### src/sv/ppts_pkg.sv
// ----------------------------------------------------------------------------
// ppts_pkg: shared types and constants of the perspective projection block
// Field widths, register indexes, divider geometry and the result record
// that each coordinate lane hands back to the top level.
// ----------------------------------------------------------------------------
package ppts_pkg;

	localparam int COORD_W    = 16;
	localparam int DIFF_W     = COORD_W + 1;
	localparam int DEN_W      = COORD_W;
	localparam int SUM_W      = 34;
	localparam int SCALE_W    = 10;
	localparam int OFFSET_W   = 12;
	localparam int CFG_IDX_W  = 3;
	localparam int CFG_DATA_W = 16;

	// The quotient is resolved to this many bits; anything larger saturates anyway.
	localparam int QUOT_BITS     = 18;
	localparam int DIV_PER_STAGE = 2;
	localparam int DIV_STAGES    = QUOT_BITS / DIV_PER_STAGE;
	localparam int COORD_LAT     = 4 + DIV_STAGES + 1;

	localparam logic signed [COORD_W-1:0] COORD_MAX = 16'sh7FFF;
	localparam logic signed [COORD_W-1:0] COORD_MIN = 16'sh8000;

	typedef enum logic [CFG_IDX_W-1:0] {
		CFG_EYE_X      = 3'd0,
		CFG_EYE_Y      = 3'd1,
		CFG_EYE_Z      = 3'd2,
		CFG_PLANE_X    = 3'd3,
		CFG_SCALE      = 3'd4,
		CFG_OFFSET_COL = 3'd5,
		CFG_OFFSET_ROW = 3'd6
	} cfg_idx_t;

	typedef struct packed {
		logic signed [COORD_W-1:0] value;
		logic                      clip;
	} coord_res_t;

endpackage

### src/sv/ppts_coord.sv
// ----------------------------------------------------------------------------
// ppts_coord: one screen coordinate lane
// Scales the projected numerator, divides it by the depth with a pipelined
// restoring divider, rounds to nearest, adds the offset and saturates.
// ----------------------------------------------------------------------------
module ppts_coord #(
	parameter int FRAC_BITS = 8
) (
	input  logic                                clk,
	input  logic                                en,
	input  logic signed [ppts_pkg::SUM_W-1:0]   sum,
	input  logic                                den_neg,
	input  logic [ppts_pkg::DEN_W-1:0]          den_mag,
	input  logic [ppts_pkg::SCALE_W-1:0]        scale,
	input  logic [ppts_pkg::OFFSET_W-1:0]       offset,
	output ppts_pkg::coord_res_t                res
);
	import ppts_pkg::*;

	localparam int SMAG_W = SUM_W - 1;
	localparam int MAG_W  = SMAG_W + SCALE_W;
	localparam int ACC_W  = MAG_W + 1;
	localparam int MW     = ACC_W - FRAC_BITS;
	localparam int RW     = DEN_W + QUOT_BITS;
	localparam int CW     = ((MW > RW) ? MW : RW) + 1;
	localparam int OW     = QUOT_BITS + 2;

	function automatic logic [RW:0] div_step(input logic [RW-1:0] r,
		input logic [DEN_W-1:0] d, input int unsigned sh);
		logic [RW-1:0] dsh;
		dsh = RW'(d) << sh;
		if (r >= dsh) begin
			return {1'b1, r - dsh};
		end
		return {1'b0, r};
	endfunction

	logic                 neg_s1, neg_s2, neg_s3;
	logic [SMAG_W-1:0]    smag_s1;
	logic [DEN_W-1:0]     d_s1, d_s2, d_s3;
	logic [MAG_W-1:0]     mag_s2;
	logic [MW-1:0]        m_s3;
	logic [CW-1:0]        m_ext;

	logic [RW-1:0]        rem_d [0:DIV_STAGES];
	logic [QUOT_BITS-1:0] quo_d [0:DIV_STAGES];
	logic [DEN_W-1:0]     den_d [0:DIV_STAGES];
	logic                 neg_d [0:DIV_STAGES];
	logic                 ovf_d [0:DIV_STAGES];

	logic signed [OW-1:0] sq;
	logic signed [OW-1:0] total;
	coord_res_t           res_next;

	// Stage 1: sign of the quotient and magnitude of the numerator.
	always_ff @(posedge clk) begin
		if (en) begin
			neg_s1  <= sum[SUM_W-1] ^ den_neg;
			smag_s1 <= sum[SUM_W-1] ? SMAG_W'(-sum) : SMAG_W'(sum);
			d_s1    <= den_mag;
		end
	end

	// Stage 2: scale by pixels per unit.
	always_ff @(posedge clk) begin
		if (en) begin
			neg_s2 <= neg_s1;
			mag_s2 <= MAG_W'(smag_s1) * MAG_W'(scale);
			d_s2   <= d_s1;
		end
	end

	// Stage 3: the divisor carries the fraction scale, so half of it is added
	// for rounding and the power-of-two part comes off as a shift.
	always_ff @(posedge clk) begin
		if (en) begin
			neg_s3 <= neg_s2;
			m_s3   <= MW'((ACC_W'(mag_s2) + (ACC_W'(d_s2) << (FRAC_BITS - 1))) >> FRAC_BITS);
			d_s3   <= d_s2;
		end
	end

	// Stage 4: a quotient that does not fit the divider saturates later.
	assign m_ext = CW'(m_s3);

	always_ff @(posedge clk) begin
		if (en) begin
			rem_d[0] <= m_ext[RW-1:0];
			quo_d[0] <= '0;
			den_d[0] <= d_s3;
			neg_d[0] <= neg_s3;
			ovf_d[0] <= m_ext >= (CW'(d_s3) << QUOT_BITS);
		end
	end

	for (genvar k = 0; k < DIV_STAGES; k++) begin : g_div
		logic [RW-1:0]        rem_n;
		logic [QUOT_BITS-1:0] quo_n;

		always_comb begin
			logic [RW:0] st;
			rem_n = rem_d[k];
			quo_n = quo_d[k];
			for (int j = 0; j < DIV_PER_STAGE; j++) begin
				st    = div_step(rem_n, den_d[k],
					QUOT_BITS - 1 - k * DIV_PER_STAGE - j);
				rem_n = st[RW-1:0];
				quo_n = {quo_n[QUOT_BITS-2:0], st[RW]};
			end
		end

		always_ff @(posedge clk) begin
			if (en) begin
				rem_d[k+1] <= rem_n;
				quo_d[k+1] <= quo_n;
				den_d[k+1] <= den_d[k];
				neg_d[k+1] <= neg_d[k];
				ovf_d[k+1] <= ovf_d[k];
			end
		end
	end

	// Output stage: apply the sign (ties went away from zero), offset and saturate.
	always_comb begin
		sq    = neg_d[DIV_STAGES] ? -OW'(quo_d[DIV_STAGES]) : OW'(quo_d[DIV_STAGES]);
		total = sq + OW'(offset);
		if (ovf_d[DIV_STAGES]) begin
			res_next.value = neg_d[DIV_STAGES] ? COORD_MIN : COORD_MAX;
			res_next.clip  = 1'b1;
		end else if (total > OW'(COORD_MAX)) begin
			res_next.value = COORD_MAX;
			res_next.clip  = 1'b1;
		end else if (total < OW'(COORD_MIN)) begin
			res_next.value = COORD_MIN;
			res_next.clip  = 1'b1;
		end else begin
			res_next.value = COORD_W'(total);
			res_next.clip  = 1'b0;
		end
	end

	always_ff @(posedge clk) begin
		if (en) begin
			res <= res_next;
		end
	end

endmodule

### config.mk
export PLATFORM = sky130hd
export DESIGN_NAME = ppts_coord
export DESIGN_NICKNAME = d
export VERILOG_FILES = /design/src/sv/ppts_pkg.sv /design/src/sv/ppts_coord.sv
export SDC_FILE = /design/constraint.sdc
export NUM_CORES = 2
export LEC_CHECK = 0
export BUFFER_PORTS_ARGS = -buffer_cell sky130_fd_sc_hd__buf_2
export CAP_MARGIN = 10
export CORE_ASPECT_RATIO = 0.75
export CORE_UTILIZATION = 59
export DETAILED_ROUTE_END_ITERATION = 8
export PLACE_DENSITY = 0.72
export REMOVE_ABC_BUFFERS = 1
export SETUP_SLACK_MARGIN = 0.1
export SLEW_MARGIN = 20
export SYNTH_ARGS = -nofsm -noshare
export SYNTH_HDL_FRONTEND = slang
export SYNTH_SLANG_ARGS = --single-unit
### constraint.sdc
create_clock -name clk -period 8.3 [get_ports clk]
set_clock_uncertainty 0.15 [all_clocks]
set_input_delay 1.245 -clock clk [delete_from_list [all_inputs] [get_ports clk]]
set_output_delay 1.245 -clock clk [all_outputs]
set_load 0.03 [all_outputs]
# Word-level counts from Yosys, hierarchy flattened
# Memories as Yosys holds them, arrays and structs flattened.
# Index checks and enable logic that the tools add are counted.
# classes
add_sub_neg	22
multipliers	1
div	0
n_lt_le_gt_ge	21
n_eq_ne	0
n_shift	0
mux	62
bitwise_logic	1
reduce_logical	1
# op_table
op	count
two-way mux 35 bit	36
two-way mux 17 bit	3
adder 43 x 23 -> 44 bit	1
multiplier 33 x 10 -> 43 bit	1
>= comparator 36 x 34 -> 1 bit	1
>= comparator 34 x 16 -> 1 bit	1
>= comparator 34 x 17 -> 1 bit	1
>= comparator 34 x 18 -> 1 bit	1
>= comparator 34 x 19 -> 1 bit	1
>= comparator 34 x 20 -> 1 bit	1
>= comparator 34 x 21 -> 1 bit	1
>= comparator 34 x 22 -> 1 bit	1
>= comparator 34 x 23 -> 1 bit	1
>= comparator 34 x 24 -> 1 bit	1
>= comparator 34 x 25 -> 1 bit	1
>= comparator 34 x 26 -> 1 bit	1
>= comparator 34 x 27 -> 1 bit	1
>= comparator 34 x 28 -> 1 bit	1
>= comparator 34 x 29 -> 1 bit	1
>= comparator 34 x 30 -> 1 bit	1
>= comparator 34 x 31 -> 1 bit	1
>= comparator 34 x 32 -> 1 bit	1
>= comparator 34 x 33 -> 1 bit	1
subtractor 34 x 16 -> 34 bit	1
28 further kinds	47
# totals
register_bits	180
latchBits	0
mem_bits_rw	700
romBits	0
in_bits	75
out_inout_bits	17
word_cells	124
mem_count	5
# memory_table
memory	words	word_bits	rd	rd_clocked_by_memory_dff	write_ports	line	text
rem_d	10	34	9	0	10	ppts_coord.sv:45	logic [RW-1:0] rem_d [0:DIV_STAGES];
quo_d	10	18	10	0	10	ppts_coord.sv:46	logic [QUOT_BITS-1:0] quo_d [0:DIV_STAGES];
den_d	10	16	9	0	10	ppts_coord.sv:47	logic [DEN_W-1:0] den_d [0:DIV_STAGES];
neg_d	10	1	10	0	10	ppts_coord.sv:48	logic neg_d [0:DIV_STAGES];
ovf_d	10	1	10	0	10	ppts_coord.sv:49	logic ovf_d [0:DIV_STAGES];

# Logic depth before layout (Yosys ltp)
# An unclocked memory read counts as a cell.
# logic_depth
word_depth	8
ltp_mapped	28
depth_no_buf	23

# Least setup slack after synthesis
# No wires, ideal clock.
# synth_timing
path_type	input-to-reg
startpoint	input scale[3] (netlist name)
endpoint	register mag_s2[42] (data pin)
setup_time_ns	0.136
arrival_time_ns	7.151
required_ns	8.014
path_slack_ns	0.863
stages	23
path_buffers	2
path_cell_list	clkbuf_1 > clkbuf_1 > nand2_1 > fa_1 > inv_1 > fa_1 > fa_1 > fa_1 > inv_1 > fa_1 > inv_1 > ha_1 > a211oi_1 > o21ai_0 > a221oi_1 > o211ai_1 > o21ai_0 > nand3_1 > a41oi_1 > nand2_1 > a221o_1 > or4_1 > nand3_1
# synth_between
elab_chain_cells	1
# synth_lines
item	line	text
start: declaration	ppts_coord.sv:14	input logic [ppts_pkg::SCALE_W-1:0] scale,
multiplier 33 x 10 -> 43 bit	ppts_coord.sv:68	mag_s2 <= MAG_W'(smag_s1) * MAG_W'(scale);
end signal: assignment	ppts_coord.sv:68	
end: declaration	ppts_coord.sv:41	logic [MAG_W-1:0] mag_s2;
# No other way between the ends.
# A chain may end at the register's enable or synchronous reset.

# Worst setup path after layout
# layout_timing
startpoint	input scale[7] (netlist name)
endpoint	register mag_s2[42] (data pin)
# The elaborated chain is that of the path after synthesis.

==> metrics.md <==
| Metric | Value |
|---|---|
| Pwr per Cell Area | `roughly 440 nW/um2` |
| DRC | `0` |
| Gr usage total | `a little over a quarter` |
| Class of the worst hold path | `reg2reg` |
| Yosys cell types | `94` |
| Final setup vio count | `0` |
| Worst Max-Slew Pin Slew | `between 900 and 1000 ps` |
| WP data required | `around 8700 ps` |
| CTS Sinks | `about 730` |
| Top-count cell post-synth | `edfxtp_1` |
| CP max FO | `33` |
| Tcrit/Tclk final | `between 90% and 100%` |
| Cts repair resizes | `0` |
| Row Count | `96` |
| Num CTS Buffers | `75` |
| Crit path largest cell delay | `about 550 ps` |
| Crit-path slowest cell | `fa_1` |
| Drt wl/cell | `between 15 and 20 um` |
| Total Negative Setup Slacks | `0 ps` |
| Crit-path most repeated cell | `fa_1` |
| Vias | `slightly below 40000` |
| Global-route wire length before repair | `roughly 200 mm` |
| Post-synth EDFFs | `733` |
| Seq/Total Area, Yosys | `around 40%` |
| Final Max Tran Viols | `0` |
| Area Overhead vs Synth | `7.757%` |
| CTS H-tree lvls | `3` |
| Number of synthesized register bits | `between 700 and 800` |
| Initial antenna violation count | `2` |
| Multi-input logic area | `between 30000 and 40000 um2` |
| Leading post-synthesis cells by cell area | `edfxtp_1 (40%), fa_1 (9.6%), ha_1 (9.3%), xnor2_1 (4.4%), inv_1 (3.4%)` |
| Vert. Die Dim | `about 270 um` |
| Root Driver | `clkbuf_16` |
| Vias per cell | `about 6` |
| Average cell area after synthesis | `a little over 10 um2` |
| CTS Hold Bufs | `0` |
| Area leader, netlist | `edfxtp_1` |
| Gate Count Post-Synth | `~5300` |
| CP Launch Type | `primary input` |
| Critical-path cell list | `buf_2 > and2_1 > fa_1 > fa_1 > fa_1 > fa_1 > inv_1 > fa_1 > inv_1 > ha_1 > o21ai_0 > a21oi_1 > a221oi_1 > o211ai_1 > o21ai_0 > nand3_1 > a41oi_1 > nand2_1 > a221o_1 > or4_1 > nand3_1` |
| ANT cells | `0` |
| CTS tree | `yes` |
| Core Area | `a little over 90000 um2` |
| Num ports | `a little over 90` |
| Slew HR | `a little under two fifths` |
| RD Place Congestion | `0.9278` |
| Final Hold Viols | `0` |
| Drt total wl | `125.2 mm` |
| RSZ-0062 raised after global routing | `no` |
| Clock-pin slew on the worst setup and hold paths | `about 60 ps` |
| Starting Density | `between 50% and 60%` |
| Largest net degree at the start of global routing | `~150` |
| Dominant synthesized flop cell | `edfxtp_1` |
| Fmax | `~130 MHz` |
| Drt pass-1 iters | `6` |
| Skew-Pair Late Insertion Delay | `between 600 and 700 ps` |
| Final antenna-violating net count | `0` |
| Area occupied by registers | `roughly 22000 um2` |
| Maximum VDD drop | `0.0004266 V` |
| Max cap viols | `0` |
| Layout cells sized above 1 | `~7.4%` |
| Filler cells | `around 7400` |
| Status | `complete, no violations` |
| Synth warnings | `0` |
| Kind of critical path | `in2reg` |
| Number of global-route vias before repair | `around 38000` |
| Dpl hpwl | `approximately 97 mm` |
| Worst hold slack | `259.2 ps` |
| Nets | `~6100` |
| Crit path DAT | `approximately 8000 ps` |
| IO buf count | `just over 90` |
| Fraction of registers with async set or reset after synthesis | `0%` |
| Commonest cells post-synth | `edfxtp_1 (733), inv_1 (499), nand2_1 (453), ha_1 (409), nor2_1 (332)` |
| 1st-iter DRT viols | `between 3000 and 4000` |
| Die width | `about 360 um` |
| Post-synthesis cell area | `approximately 55000 um2` |
| Crit. End Element | `register` |
| GRT overflow | `0` |
| Static Leak | `24.35 nW` |
| Die ar. | `94760 um2` |
| CTS max path bufs | `3` |
| Crit path time final | `between 7000 and 8000 ps` |
| Post-CTS Setup Inserts | `0` |
| Synth top area share | `between 30% and 40%` |
-- through the flow --
| stage | area, um2 | cells | total power (W) | setup WS (ps) | utilization (%) |
|---|---|---|---|---|---|
| global route | 59460 | 6670 | 0.02844 | 318.3 | 64.62 |
| global placement | 56970 | 6532 | 0.02231 | 198.4 | 61.91 |
| floorplan | 54600 | 5178 | 0.01875 | 446.7 | - |
| detailed placement | 56970 | 6532 | 0.02254 | 68.97 | 61.91 |
| CTS | 59460 | 6670 | 0.02620 | 758.1 | 64.62 |
| finish | 59460 | 6670 | 0.02621 | 658.3 | 64.62 |
-- worst paths after layout --
| kind | to | start | cells after the start | slack, ps |
|---|---|---|---|---|
| max reg2reg | rem_d[2][28] | den_d[1][8] | 24 | 760 |
| max | mag_s2[42] | scale[7] | 21 | 660 |
| min | quo_d[5][8] | quo_d[4][6] | 0 | 260 |
| min reg2reg | quo_d[5][8] | quo_d[4][6] | 0 | 260 |
-- routing by layer --
layer	global-route usage (%)	part of all wire, %	vias up
met4	6.815	2.4	0
met5	0	0	-
met1	38.82	47	19000
li1	-	-	19163
met3	4.561	6.7	197
met2	40.46	44	1224
-- where the power goes --
part	switching [W]	internal, W
combinational	0.00922	0.00697
clock	0.00148	0.00197
sequential	0.000713	0.00585
total	0.0114	0.0148
-- cell type report --
class / instances / share of cell area [%]
Multi-Input combinational cell: 3938 / 51.64
Tap cell: 1225 / 2.578
Clock inverter: 50 / 0.8817
Sequential cell: 733 / 37.02
Timing Repair Buffer: 129 / 1.368
Inverter: 507 / 3.201
Clock buffer: 88 / 3.310
-- logic make-up (layout without fill, tap and decap cells) --
group	Yosys count	in the layout	synth area share [%]
xor gates and xnor gates	422	422	6.698
DFF	733	733	39.89
adders and majority gates	673	673	18.85
AOI/OAI and AO/OA	1090	1090	12.72
buffers and inverters	650	774	4.496
muxes	102	102	2.054
and+or+nand+nor	1651	1651	15.29
-- flip-flops by register name, indices dropped and copies added (netlist names) --
| register | flops |
|---|---|
| m_s3 | 36 |
| d_s2 | 16 |
| res | 17 |
| den_d | 144 |
| d_s1 | 16 |
| neg_s1 | 1 |
| neg_d | 10 |
| quo_d | 90 |
| mag_s2 | 36 |
| ovf_d | 10 |
| d_s3 | 16 |
| rem_d | 306 |
| neg_s2 | 1 |
| smag_s1 | 33 |
| neg_s3 | 1 |
-- critical path: cells and delay by family --
kind	cells	cell delay, ps
compound gates	7	2030
buf+inv	3	620
simple gates	5	1140
fa+ha+maj	6	2960
-- layout by cell type (no fill, tap or decap), types with 45 or more instances in the layout --
cell type	Yosys	final
edfxtp_1	733	733
inv_1	499	499
nand2_1	453	453
ha_1	409	409
nor2_1	332	332
a21oi_1	307	307
xnor2_1	276	276
fa_1	264	264
o21ai_0	251	251
and2_1	213	213
xor2_1	146	146
a21o_1	124	124
nor3_1	103	103
buf_2	5	90
nand3_1	82	82
mux2_2	78	78
clkbuf_16	0	77
nand4_1	76	76
o21a_1	64	64
nand2b_1	59	59
nor2b_1	54	54
nor4_1	48	48
o21bai_1	45	45
Power figures use the tool's default switching activity.
